**src/rtl/jsu_pkg.sv**
```systemverilog
// Shared types, character codes and helper functions of the JSON string unescaper.
package jsu_pkg;

  typedef enum logic [1:0] {
    OP_DATA    = 2'd0,
    OP_END     = 2'd1,
    OP_RESTART = 2'd2,
    OP_NONE    = 2'd3
  } op_t;

  typedef enum logic [1:0] {
    KIND_BYTE   = 2'd0,
    KIND_CLOSED = 2'd1,
    KIND_ERROR  = 2'd2
  } kind_t;

  typedef enum logic [2:0] {
    ERR_NONE   = 3'd0,
    ERR_END    = 3'd1,
    ERR_CTRL   = 3'd2,
    ERR_ESCAPE = 3'd3,
    ERR_HEX    = 3'd4
  } err_t;

  typedef enum logic [1:0] {
    PH_NORMAL = 2'd0,
    PH_ESCAPE = 2'd1,
    PH_HEX    = 2'd2,
    PH_DONE   = 2'd3
  } phase_t;

  // one result item
  typedef struct packed {
    kind_t       kind;
    logic [7:0]  data;
    err_t        err;
  } res_t;

  // all results caused by one input item; slot 0 goes out first
  typedef struct packed {
    logic [1:0]      last_idx;
    res_t [3:0]      r;
  } job_t;

  typedef struct packed {
    logic [2:0]       n;
    logic [3:0][7:0]  b;
  } utf8_t;

  localparam int JQ_DEPTH = 4;
  localparam int JQ_AW    = 2;

  localparam logic [7:0] CH_QUOTE  = 8'h22;
  localparam logic [7:0] CH_BSLASH = 8'h5C;
  localparam logic [7:0] CH_SLASH  = 8'h2F;
  localparam logic [7:0] CH_U      = 8'h75;
  localparam logic [7:0] CTRL_MAX  = 8'h1F;

  localparam logic [5:0] SURR_HIGH = 6'b110110;
  localparam logic [5:0] SURR_LOW  = 6'b110111;
  localparam logic [20:0] ASTRAL_BASE = 21'h10000;

  function automatic utf8_t utf8_enc(input logic [20:0] cp);
    utf8_t e;
    e = '0;
    if (cp < 21'h80) begin
      e.n    = 3'd1;
      e.b[0] = {1'b0, cp[6:0]};
    end else if (cp < 21'h800) begin
      e.n    = 3'd2;
      e.b[0] = {3'b110, cp[10:6]};
      e.b[1] = {2'b10, cp[5:0]};
    end else if (cp < 21'h10000) begin
      e.n    = 3'd3;
      e.b[0] = {4'b1110, cp[15:12]};
      e.b[1] = {2'b10, cp[11:6]};
      e.b[2] = {2'b10, cp[5:0]};
    end else begin
      e.n    = 3'd4;
      e.b[0] = {5'b11110, cp[20:18]};
      e.b[1] = {2'b10, cp[17:12]};
      e.b[2] = {2'b10, cp[11:6]};
      e.b[3] = {2'b10, cp[5:0]};
    end
    return e;
  endfunction

  // {valid, value}
  function automatic logic [4:0] hex_digit(input logic [7:0] c);
    logic [4:0] h;
    h = '0;
    if (c >= 8'h30 && c <= 8'h39) begin
      h = {1'b1, c[3:0]};
    end else if ((c >= 8'h61 && c <= 8'h66) || (c >= 8'h41 && c <= 8'h46)) begin
      h = {1'b1, 4'(c[3:0] + 4'd9)};
    end
    return h;
  endfunction

  // {valid, decoded byte} for the letter after a backslash (not u)
  function automatic logic [8:0] esc_map(input logic [7:0] c);
    logic [8:0] m;
    unique case (c)
      8'h62:     m = {1'b1, 8'h08};
      8'h66:     m = {1'b1, 8'h0C};
      8'h6E:     m = {1'b1, 8'h0A};
      8'h72:     m = {1'b1, 8'h0D};
      8'h74:     m = {1'b1, 8'h09};
      CH_QUOTE:  m = {1'b1, CH_QUOTE};
      CH_BSLASH: m = {1'b1, CH_BSLASH};
      CH_SLASH:  m = {1'b1, CH_SLASH};
      default:   m = '0;
    endcase
    return m;
  endfunction

endpackage

```
**src/rtl/jsu_front.sv**
```systemverilog
// Front end: takes input items, tracks the escape state, builds at most one job per item.
module jsu_front (
  input  logic          clk,
  input  logic          rst,
  input  logic          push,
  input  logic [1:0]    op,
  input  logic [7:0]    byte_in,
  input  logic          jq_full,
  output logic          jq_push,
  output jsu_pkg::job_t jq_data
);
  import jsu_pkg::*;

  phase_t      phase, phase_next;
  logic [1:0]  hex_count, hex_count_next;
  logic [15:0] hex_accum, hex_accum_next;
  logic [15:0] pending_code, pending_code_next;
  logic        pending_valid, pending_valid_next;

  logic        accept;
  logic        flush, add, astral;
  res_t        add_r;
  logic [4:0]  hd;
  logic [8:0]  em;
  logic [15:0] acc_new;
  logic [20:0] astral_cp;
  utf8_t       pend, ast;
  logic [2:0]  n;

  assign accept    = push && !jq_full;
  assign hd        = hex_digit(byte_in);
  assign em        = esc_map(byte_in);
  assign acc_new   = {hex_accum[11:0], hd[3:0]};
  assign astral_cp = 21'({pending_code[9:0], acc_new[9:0]}) + ASTRAL_BASE;
  assign pend      = utf8_enc({5'd0, pending_code});
  assign ast       = utf8_enc(astral_cp);

  always_ff @(posedge clk) begin
    if (rst) begin
      phase         <= PH_NORMAL;
      hex_count     <= '0;
      hex_accum     <= '0;
      pending_code  <= '0;
      pending_valid <= 1'b0;
    end else begin
      phase         <= phase_next;
      hex_count     <= hex_count_next;
      hex_accum     <= hex_accum_next;
      pending_code  <= pending_code_next;
      pending_valid <= pending_valid_next;
    end
  end

  always_comb begin
    phase_next         = phase;
    hex_count_next     = hex_count;
    hex_accum_next     = hex_accum;
    pending_code_next  = pending_code;
    pending_valid_next = pending_valid;
    flush              = 1'b0;
    add                = 1'b0;
    astral             = 1'b0;
    add_r              = '{kind: KIND_BYTE, data: 8'd0, err: ERR_NONE};

    if (accept) begin
      if (op_t'(op) == OP_RESTART) begin
        phase_next         = PH_NORMAL;
        hex_count_next     = '0;
        hex_accum_next     = '0;
        pending_code_next  = '0;
        pending_valid_next = 1'b0;
      end else if (op_t'(op) == OP_END && phase != PH_DONE) begin
        add                = 1'b1;
        add_r              = '{kind: KIND_ERROR, data: 8'd0,
                               err: (phase == PH_HEX) ? ERR_HEX : ERR_END};
        phase_next         = PH_DONE;
        pending_code_next  = '0;
        pending_valid_next = 1'b0;
      end else if (op_t'(op) == OP_DATA) begin
        unique case (phase)
          PH_NORMAL: begin
            if (byte_in == CH_QUOTE) begin
              flush      = 1'b1;
              add        = 1'b1;
              add_r      = '{kind: KIND_CLOSED, data: 8'd0, err: ERR_NONE};
              phase_next = PH_DONE;
            end else if (byte_in <= CTRL_MAX) begin
              add                = 1'b1;
              add_r              = '{kind: KIND_ERROR, data: 8'd0, err: ERR_CTRL};
              phase_next         = PH_DONE;
              pending_code_next  = '0;
              pending_valid_next = 1'b0;
            end else if (byte_in == CH_BSLASH) begin
              phase_next = PH_ESCAPE;
            end else begin
              flush = 1'b1;
              add   = 1'b1;
              add_r = '{kind: KIND_BYTE, data: byte_in, err: ERR_NONE};
            end
          end
          PH_ESCAPE: begin
            if (byte_in == CH_U) begin
              phase_next     = PH_HEX;
              hex_count_next = '0;
              hex_accum_next = '0;
            end else if (!em[8]) begin
              add                = 1'b1;
              add_r              = '{kind: KIND_ERROR, data: 8'd0, err: ERR_ESCAPE};
              phase_next         = PH_DONE;
              pending_code_next  = '0;
              pending_valid_next = 1'b0;
            end else begin
              flush      = 1'b1;
              add        = 1'b1;
              add_r      = '{kind: KIND_BYTE, data: em[7:0], err: ERR_NONE};
              phase_next = PH_NORMAL;
            end
          end
          PH_HEX: begin
            if (!hd[4]) begin
              add                = 1'b1;
              add_r              = '{kind: KIND_ERROR, data: 8'd0, err: ERR_HEX};
              phase_next         = PH_DONE;
              pending_code_next  = '0;
              pending_valid_next = 1'b0;
            end else if (hex_count != 2'd3) begin
              hex_count_next = hex_count + 2'd1;
              hex_accum_next = acc_new;
            end else begin
              if (pending_valid && pending_code[15:10] == SURR_HIGH &&
                  acc_new[15:10] == SURR_LOW) begin
                astral             = 1'b1;
                pending_code_next  = '0;
                pending_valid_next = 1'b0;
              end else begin
                flush              = 1'b1;
                pending_code_next  = acc_new;
                pending_valid_next = 1'b1;
              end
              hex_count_next = '0;
              hex_accum_next = '0;
              phase_next     = PH_NORMAL;
            end
          end
          PH_DONE: begin
          end
          default: begin
          end
        endcase
      end
    end

    // flushing a held code point clears it unless a new one replaces it
    if (flush && !(phase == PH_HEX)) begin
      pending_code_next  = '0;
      pending_valid_next = 1'b0;
    end

    // job assembly
    jq_data = '0;
    n       = '0;
    if (astral) begin
      for (int i = 0; i < 4; i++) begin
        jq_data.r[i] = '{kind: KIND_BYTE, data: ast.b[i], err: ERR_NONE};
      end
      n = 3'd4;
    end else begin
      if (flush && pending_valid) begin
        for (int i = 0; i < 4; i++) begin
          jq_data.r[i] = '{kind: KIND_BYTE, data: pend.b[i], err: ERR_NONE};
        end
        n = pend.n;
      end
      if (add) begin
        jq_data.r[n[1:0]] = add_r;
        n = n + 3'd1;
      end
    end
    jq_data.last_idx = 2'(n - 3'd1);
    jq_push          = accept && (n != 3'd0);
  end

  a_restart_clears: assert property (@(posedge clk) disable iff (rst)
    accept && op_t'(op) == OP_RESTART |=> phase == PH_NORMAL && !pending_valid)
    else $error("restart left state behind");

  a_no_pending_when_done: assert property (@(posedge clk) disable iff (rst)
    pending_valid |-> phase != PH_DONE)
    else $error("code point held after string finished");

endmodule

```
**src/rtl/jsu_job_fifo.sv**
```systemverilog
// Short queue of jobs between the front end and the result sequencer.
module jsu_job_fifo (
  input  logic          clk,
  input  logic          rst,
  input  logic          push,
  input  jsu_pkg::job_t wdata,
  input  logic          pop,
  output jsu_pkg::job_t rdata,
  output logic          full,
  output logic          empty
);
  import jsu_pkg::*;

  job_t              mem [JQ_DEPTH];
  logic [JQ_AW-1:0]  wr_ptr, rd_ptr;
  logic [JQ_AW:0]    cnt;

  assign full  = (cnt == (JQ_AW+1)'(JQ_DEPTH));
  assign empty = (cnt == '0);
  assign rdata = mem[rd_ptr];

  always_ff @(posedge clk) begin
    if (push) begin
      mem[wr_ptr] <= wdata;
    end
  end

  always_ff @(posedge clk) begin
    if (rst) begin
      wr_ptr <= '0;
      rd_ptr <= '0;
      cnt    <= '0;
    end else begin
      if (push) begin
        wr_ptr <= wr_ptr + 1'b1;
      end
      if (pop) begin
        rd_ptr <= rd_ptr + 1'b1;
      end
      unique case ({push, pop})
        2'b10:   cnt <= cnt + 1'b1;
        2'b01:   cnt <= cnt - 1'b1;
        default: cnt <= cnt;
      endcase
    end
  end

  a_no_overflow: assert property (@(posedge clk) disable iff (rst)
    push |-> !full)
    else $error("job queue overflow");

  a_no_underflow: assert property (@(posedge clk) disable iff (rst)
    pop |-> !empty)
    else $error("job queue underflow");

endmodule

```
**src/rtl/jsu_back.sv**
```systemverilog
// Back end: unpacks queued jobs into single result items, one per cycle while pop is high.
module jsu_back (
  input  logic          clk,
  input  logic          rst,
  input  jsu_pkg::job_t jq_data,
  input  logic          jq_empty,
  output logic          jq_pop,
  input  logic          pop,
  output logic          empty,
  output logic [1:0]    kind,
  output logic [7:0]    byte_out,
  output logic [2:0]    error_code,
  output logic          last
);
  import jsu_pkg::*;

  job_t       cur;
  logic       cur_valid;
  logic [1:0] idx;
  logic       done_item;

  assign empty      = !cur_valid;
  assign kind       = cur.r[idx].kind;
  assign byte_out   = cur.r[idx].data;
  assign error_code = cur.r[idx].err;
  assign last       = (idx == cur.last_idx);
  assign done_item  = cur_valid && pop && last;
  assign jq_pop     = (!cur_valid || done_item) && !jq_empty;

  always_ff @(posedge clk) begin
    if (jq_pop) begin
      cur <= jq_data;
    end
  end

  always_ff @(posedge clk) begin
    if (rst) begin
      cur_valid <= 1'b0;
      idx       <= '0;
    end else if (jq_pop) begin
      cur_valid <= 1'b1;
      idx       <= '0;
    end else if (done_item) begin
      cur_valid <= 1'b0;
      idx       <= '0;
    end else if (cur_valid && pop) begin
      idx <= idx + 2'd1;
    end
  end

  a_idle_index: assert property (@(posedge clk) disable iff (rst)
    !cur_valid |-> idx == 2'd0)
    else $error("slot index not parked while idle");

  a_hold_when_stalled: assert property (@(posedge clk) disable iff (rst)
    cur_valid && !pop |=> cur_valid && $stable(idx))
    else $error("result moved without pop");

endmodule

```
**src/rtl/json_string_unescape_utf8.sv**
```systemverilog
// Top level of the JSON string body unescaper with UTF-8 output.
//
//  channel   ports                              handshake
//  --------  ---------------------------------  ----------------------------
//  input     op[1:0], byte_in[7:0]              push & !full
//  result    kind[1:0], byte_out[7:0],          pop & !empty
//            error_code[2:0], last
//
// One input item per cycle enters the front end while full is low; each item makes zero to four
// result items, packed into one job for a four-deep job queue.
// The result sequencer hands out one result item per cycle while pop is high, so the
// sustained input rate is one item per cycle until multibyte output backs the queue up.
// An item's first result passes through the job queue and the back end's job
// register before it reaches the result ports, where pop & !empty takes it.
// full is the job queue's full flag; it rises when results go untaken or when
// multibyte items arrive faster than one result item per cycle drains them.
// rst (synchronous) returns the parser to the plain string body state, drops
// any held code point and empties the queue.
module json_string_unescape_utf8 (
  input  logic       clk,
  input  logic       rst,
  input  logic       push,
  output logic       full,
  input  logic [1:0] op,
  input  logic [7:0] byte_in,
  output logic       empty,
  input  logic       pop,
  output logic [1:0] kind,
  output logic [7:0] byte_out,
  output logic [2:0] error_code,
  output logic       last
);
  import jsu_pkg::*;

  job_t jq_wdata, jq_rdata;
  logic jq_push, jq_pop, jq_full, jq_empty;

  assign full = jq_full;

  // escape tracking, surrogate joining and UTF-8 packing
  jsu_front u_front (
    .clk     (clk),
    .rst     (rst),
    .push    (push),
    .op      (op),
    .byte_in (byte_in),
    .jq_full (jq_full),
    .jq_push (jq_push),
    .jq_data (jq_wdata)
  );

  // decouples the front end from output stalls
  jsu_job_fifo u_jq (
    .clk   (clk),
    .rst   (rst),
    .push  (jq_push),
    .wdata (jq_wdata),
    .pop   (jq_pop),
    .rdata (jq_rdata),
    .full  (jq_full),
    .empty (jq_empty)
  );

  // serializes each job into result items, last set on the final one
  jsu_back u_back (
    .clk        (clk),
    .rst        (rst),
    .jq_data    (jq_rdata),
    .jq_empty   (jq_empty),
    .jq_pop     (jq_pop),
    .pop        (pop),
    .empty      (empty),
    .kind       (kind),
    .byte_out   (byte_out),
    .error_code (error_code),
    .last       (last)
  );

endmodule
```
**config.mk**
```make
export PLATFORM = sky130hd
export DESIGN_NAME = json_string_unescape_utf8
export DESIGN_NICKNAME = d
export VERILOG_FILES = /design/src/rtl/jsu_pkg.sv /design/src/rtl/jsu_front.sv /design/src/rtl/jsu_job_fifo.sv /design/src/rtl/jsu_back.sv /design/src/rtl/json_string_unescape_utf8.sv
export SDC_FILE = /design/constraint.sdc
export NUM_CORES = 1
export LEC_CHECK = 0
export BUFFER_PORTS_ARGS = -buffer_cell sky130_fd_sc_hd__buf_2
export CORE_MARGIN = 2
export CORE_UTILIZATION = 52
export CTS_BUF_LIST = sky130_fd_sc_hd__clkbuf_16
export DETAILED_ROUTE_END_ITERATION = 16
export PLACE_DENSITY = 0.68
export SYNTH_ARGS = -nofsm -noshare
export SYNTH_HDL_FRONTEND = slang
export SYNTH_SLANG_ARGS = --single-unit
```
**constraint.sdc**
```tcl
create_clock -name clk -period 6.3 [get_ports clk]
set_input_delay 0.315 -clock clk [delete_from_list [all_inputs] [get_ports clk]]
set_output_delay 0.315 -clock clk [all_outputs]
set_load 0.05 [all_outputs]
```
==> results.sh <==
export IMPL_synth_area_leaders="edfxtp_1 (57%), mux4_2 (11%), dfxtp_1 (6.1%)"
export IMPL_path_cells="or3b_1 -> nand3_1 -> nor2_1 -> nand2_1 -> a21oi_4 -> nand2_1 -> ha_1 -> nor2_1 -> a31oi_1 -> or2_1 -> ha_1 -> a21oi_1 -> nor2_4 -> ha_1 -> inv_1 -> fa_1 -> xor2_1 -> or3_1 -> a21oi_1"
export IMPL_die_h_um=169.1
export IMPL_ys_ff_latch=313
export IMPL_cp_start_kind="register"
export IMPL_die_area_um2=28580
export IMPL_layout_drive_gt1_share_pct=20.94
export IMPL_seq_area_um2=8974
export IMPL_htreeDepth=1
export IMPL_cts_tree="built"
export IMPL_synth_area_leader_cell="edfxtp_1"
export IMPL_intPower_mw=3.743
export IMPL_ys_dominant_reg_cell="edfxtp_1"
export IMPL_path_class="reg -> reg"
export IMPL_grt_pass1_vias=8391
export IMPL_wl_per_cell_um=23.56
export IMPL_diodes=0
export IMPL_p_switching_mw=1.454
export IMPL_place_gp_congestion=0.9404
export IMPL_fp_dieW_um=169.1
export IMPL_multi_input_area_um2=4900
export IMPL_synth_nets=991
export IMPL_grt_overflow_total=0
export IMPL_netlist_area_um2=14170
export IMPL_cts_buffers=30
export IMPL_grt_use_total_pct=22.69
export IMPL_avgSynthCellArea_um2=14.83
export IMPL_clock_latency_ns=0.57
export IMPL_portBuffers=29
export IMPL_finalMaxSlewViolations=0
export IMPL_slowest_stage="or3b_1"
export IMPL_worstPathRequired_ns=6.79
export IMPL_root_buffer="clkbuf_16"
export IMPL_setup_tns_ns=0
export IMPL_clock_sinks=313
export IMPL_synth_edf_count=270
export IMPL_clkTransAtPathRegs_ns=0.06
export IMPL_hpwl_mm=21.10
export IMPL_io_pins=30
export IMPL_layout_min_cycle_time_ns=4.562
export IMPL_p_sw_share_pct=27.98
export IMPL_syn_to_final_growth_pct=9.573
export IMPL_seqPwrFrac_pct=49.5
export IMPL_run_status="completed"
export IMPL_initial_core_util_pct=52.71
export IMPL_final_common_cell="edfxtp_1"
export IMPL_vias=8348
export IMPL_crit_top_cell="ha_1"
export IMPL_layout_common_cells="edfxtp_1 (270), nor2_1 (92), nand2_1 (76)"
export IMPL_hold_depth=4
export IMPL_antenna_left=0
export IMPL_drc=0
export IMPL_skew_ns=0.01076
export IMPL_drtPass1Iterations=5
export IMPL_cp_max_fo=10
export IMPL_period_share_pct=72.42
export IMPL_num_rows=60
export IMPL_ys_seq_area_share_pct=63.30
export IMPL_rsz0062_at_grt="false"
export IMPL_tightestPinTransition_ns=1.119
export IMPL_leakagePower_nw=4.958
export IMPL_yosys_warnings=0
export IMPL_cts_resized_gates=0
export IMPL_power_mw=5.197
export IMPL_yosysTopAreaCellShare_pct=57.23
export IMPL_hold_viol_final=0
export IMPL_synthArstFlopShare_pct=0
export IMPL_power_density_nw_per_um2=334.8
export IMPL_coreArea_um2=26880
export IMPL_antenna_found_initial=0
export IMPL_vdd_drop_max_mv=0.2065
export IMPL_via_per_inst=6.211
export IMPL_drtIter0Drc=682
export IMPL_cpPeakStageDelay_ns=0.38
export IMPL_reg2regPathDepth=19
export IMPL_cp_arrival_ns=5.05
export IMPL_ctsHoldBuffers=0
export IMPL_hold_path_class="in -> reg"
export IMPL_comb_power_share_pct=19.3
export IMPL_power_share_clock_pct=31.1
export IMPL_finalSetupViolations=0
export IMPL_synthesis_instances=955
export IMPL_nets=1015
export IMPL_grt_pass1_wl_mm=49.25
export IMPL_wl_mm=31.66
export IMPL_yosys_cell_types_count=92
export IMPL_fin_hold_ws_ns=0.1186
export IMPL_cts_path_max_buffers=3
export IMPL_post_cts_setup_buffers=0
export IMPL_fin_util_pct=57.76
export IMPL_grt_max_degree=59
export IMPL_max_freq_ghz=0.2192
export IMPL_fillers=2122
export IMPL_cp_end_kind="register"
export IMPL_slew_headroom_pct=24.72
export IMPL_maxCapViolCount=0
-- cells in the mapped netlist, drive strengths merged, types with 8 or more instances --
cell    instances
buf            27
edfxtp        270
a31oi           9
dfxtp          43
a22oi          22
clkbuf         22
ha             21
nor2           97
nand3          23
a21oi          35
inv            21
o21ai          25
o22ai           9
nand3b         16
nor3           11
mux4           67
nor2b          10
a21o           11
mux2i          11
nand4           8
o211ai         16
nand2          78
-- power groups by stage --
| stage | Clock, mW | Sequential [mW] | Combinational (mW) |
|---|---|---|---|
| final | 1.62 | 2.57 | 1.00 |
| after global routing | 1.73 | 2.60 | 1.08 |
| after CTS | 1.65 | 2.58 | 1.02 |
| after detailed placement | 0 | 2.62 | 1.02 |
| after global placement | 0 | 2.62 | 1.01 |
| after floorplan | 0 | 2.59 | 0.818 |
-- path summary, 6_finish.rpt --
kind	from	end	slack [ns]
worst min-delay path	pop	u_back.cur_valid	0.12
worst max register to register	u_jq.cnt[0]	u_jq.cnt[2]	1.74
worst max-delay path	u_jq.cnt[0]	u_jq.cnt[2]	1.74
worst min register to register	u_front.hex_count[1]	u_front.hex_count[1]	0.47
-- area by class of cell --
cell class                 instances  area share (%)
clock buffer                      30           4.836
sequential                       313           57.81
tap                              341           2.748
clock inverter                    26          0.9430
timing repair buffer              41           1.596
inverter                          21          0.5078
multi-input combinational        572           31.56
-- logic make-up after synthesis --
kind of cell,Yosys count,synth area share (%)
DFF,313,63.30
adders and majority gates,22,1.996
buffers and inverters,70,2.402
xor gates and xnor gates,9,0.5564
AOI/OAI and AO/OA,172,9.609
muxes,78,11.43
and+or+nand+nor,291,10.70
-- registers in the layout, indices dropped and copies added (netlist names) --
register,flops
u_back.cur,54
u_back.cur_valid,1
u_back.idx,2
u_front.hex_accum,12
u_front.hex_count,2
u_front.pending_code,16
u_front.pending_valid,1
u_front.phase,2
u_jq.cnt,3
u_jq.mem,216
u_jq.rd_ptr,2
u_jq.wr_ptr,2
-- stage by stage --
| step | instance area (µm²) | setup WS, ns | instances |
|---|---|---|---|
| final | 15520 | 1.738 | 1344 |
| after global routing | 15520 | 1.376 | 1344 |
| after CTS | 15520 | 1.758 | 1344 |
| after detailed placement | 14630 | 1.423 | 1288 |
| after global placement | 14630 | 1.525 | 1288 |
| after floorplan | 14170 | 0.2119 | 955 |
-- layer usage --
layer	track usage (%)	wire, µm
met1	30.45	13630
met2	38.97	15750
met3	3.671	1461
met4	5.946	817
met5	0	0
-- worst max-delay path: cells and delay by family, from the launching register on --
family | cells | cell delay [ns]
and+or+nand+nor | 9 | 2.12
buffers and inverters | 1 | 0.06
xor gates and xnor gates | 1 | 0.16
DFF | 1 | 0.37
AOI/OAI and AO/OA | 4 | 0.70
adders and majority gates | 4 | 1.06
(Power assumes the default switching activity.)
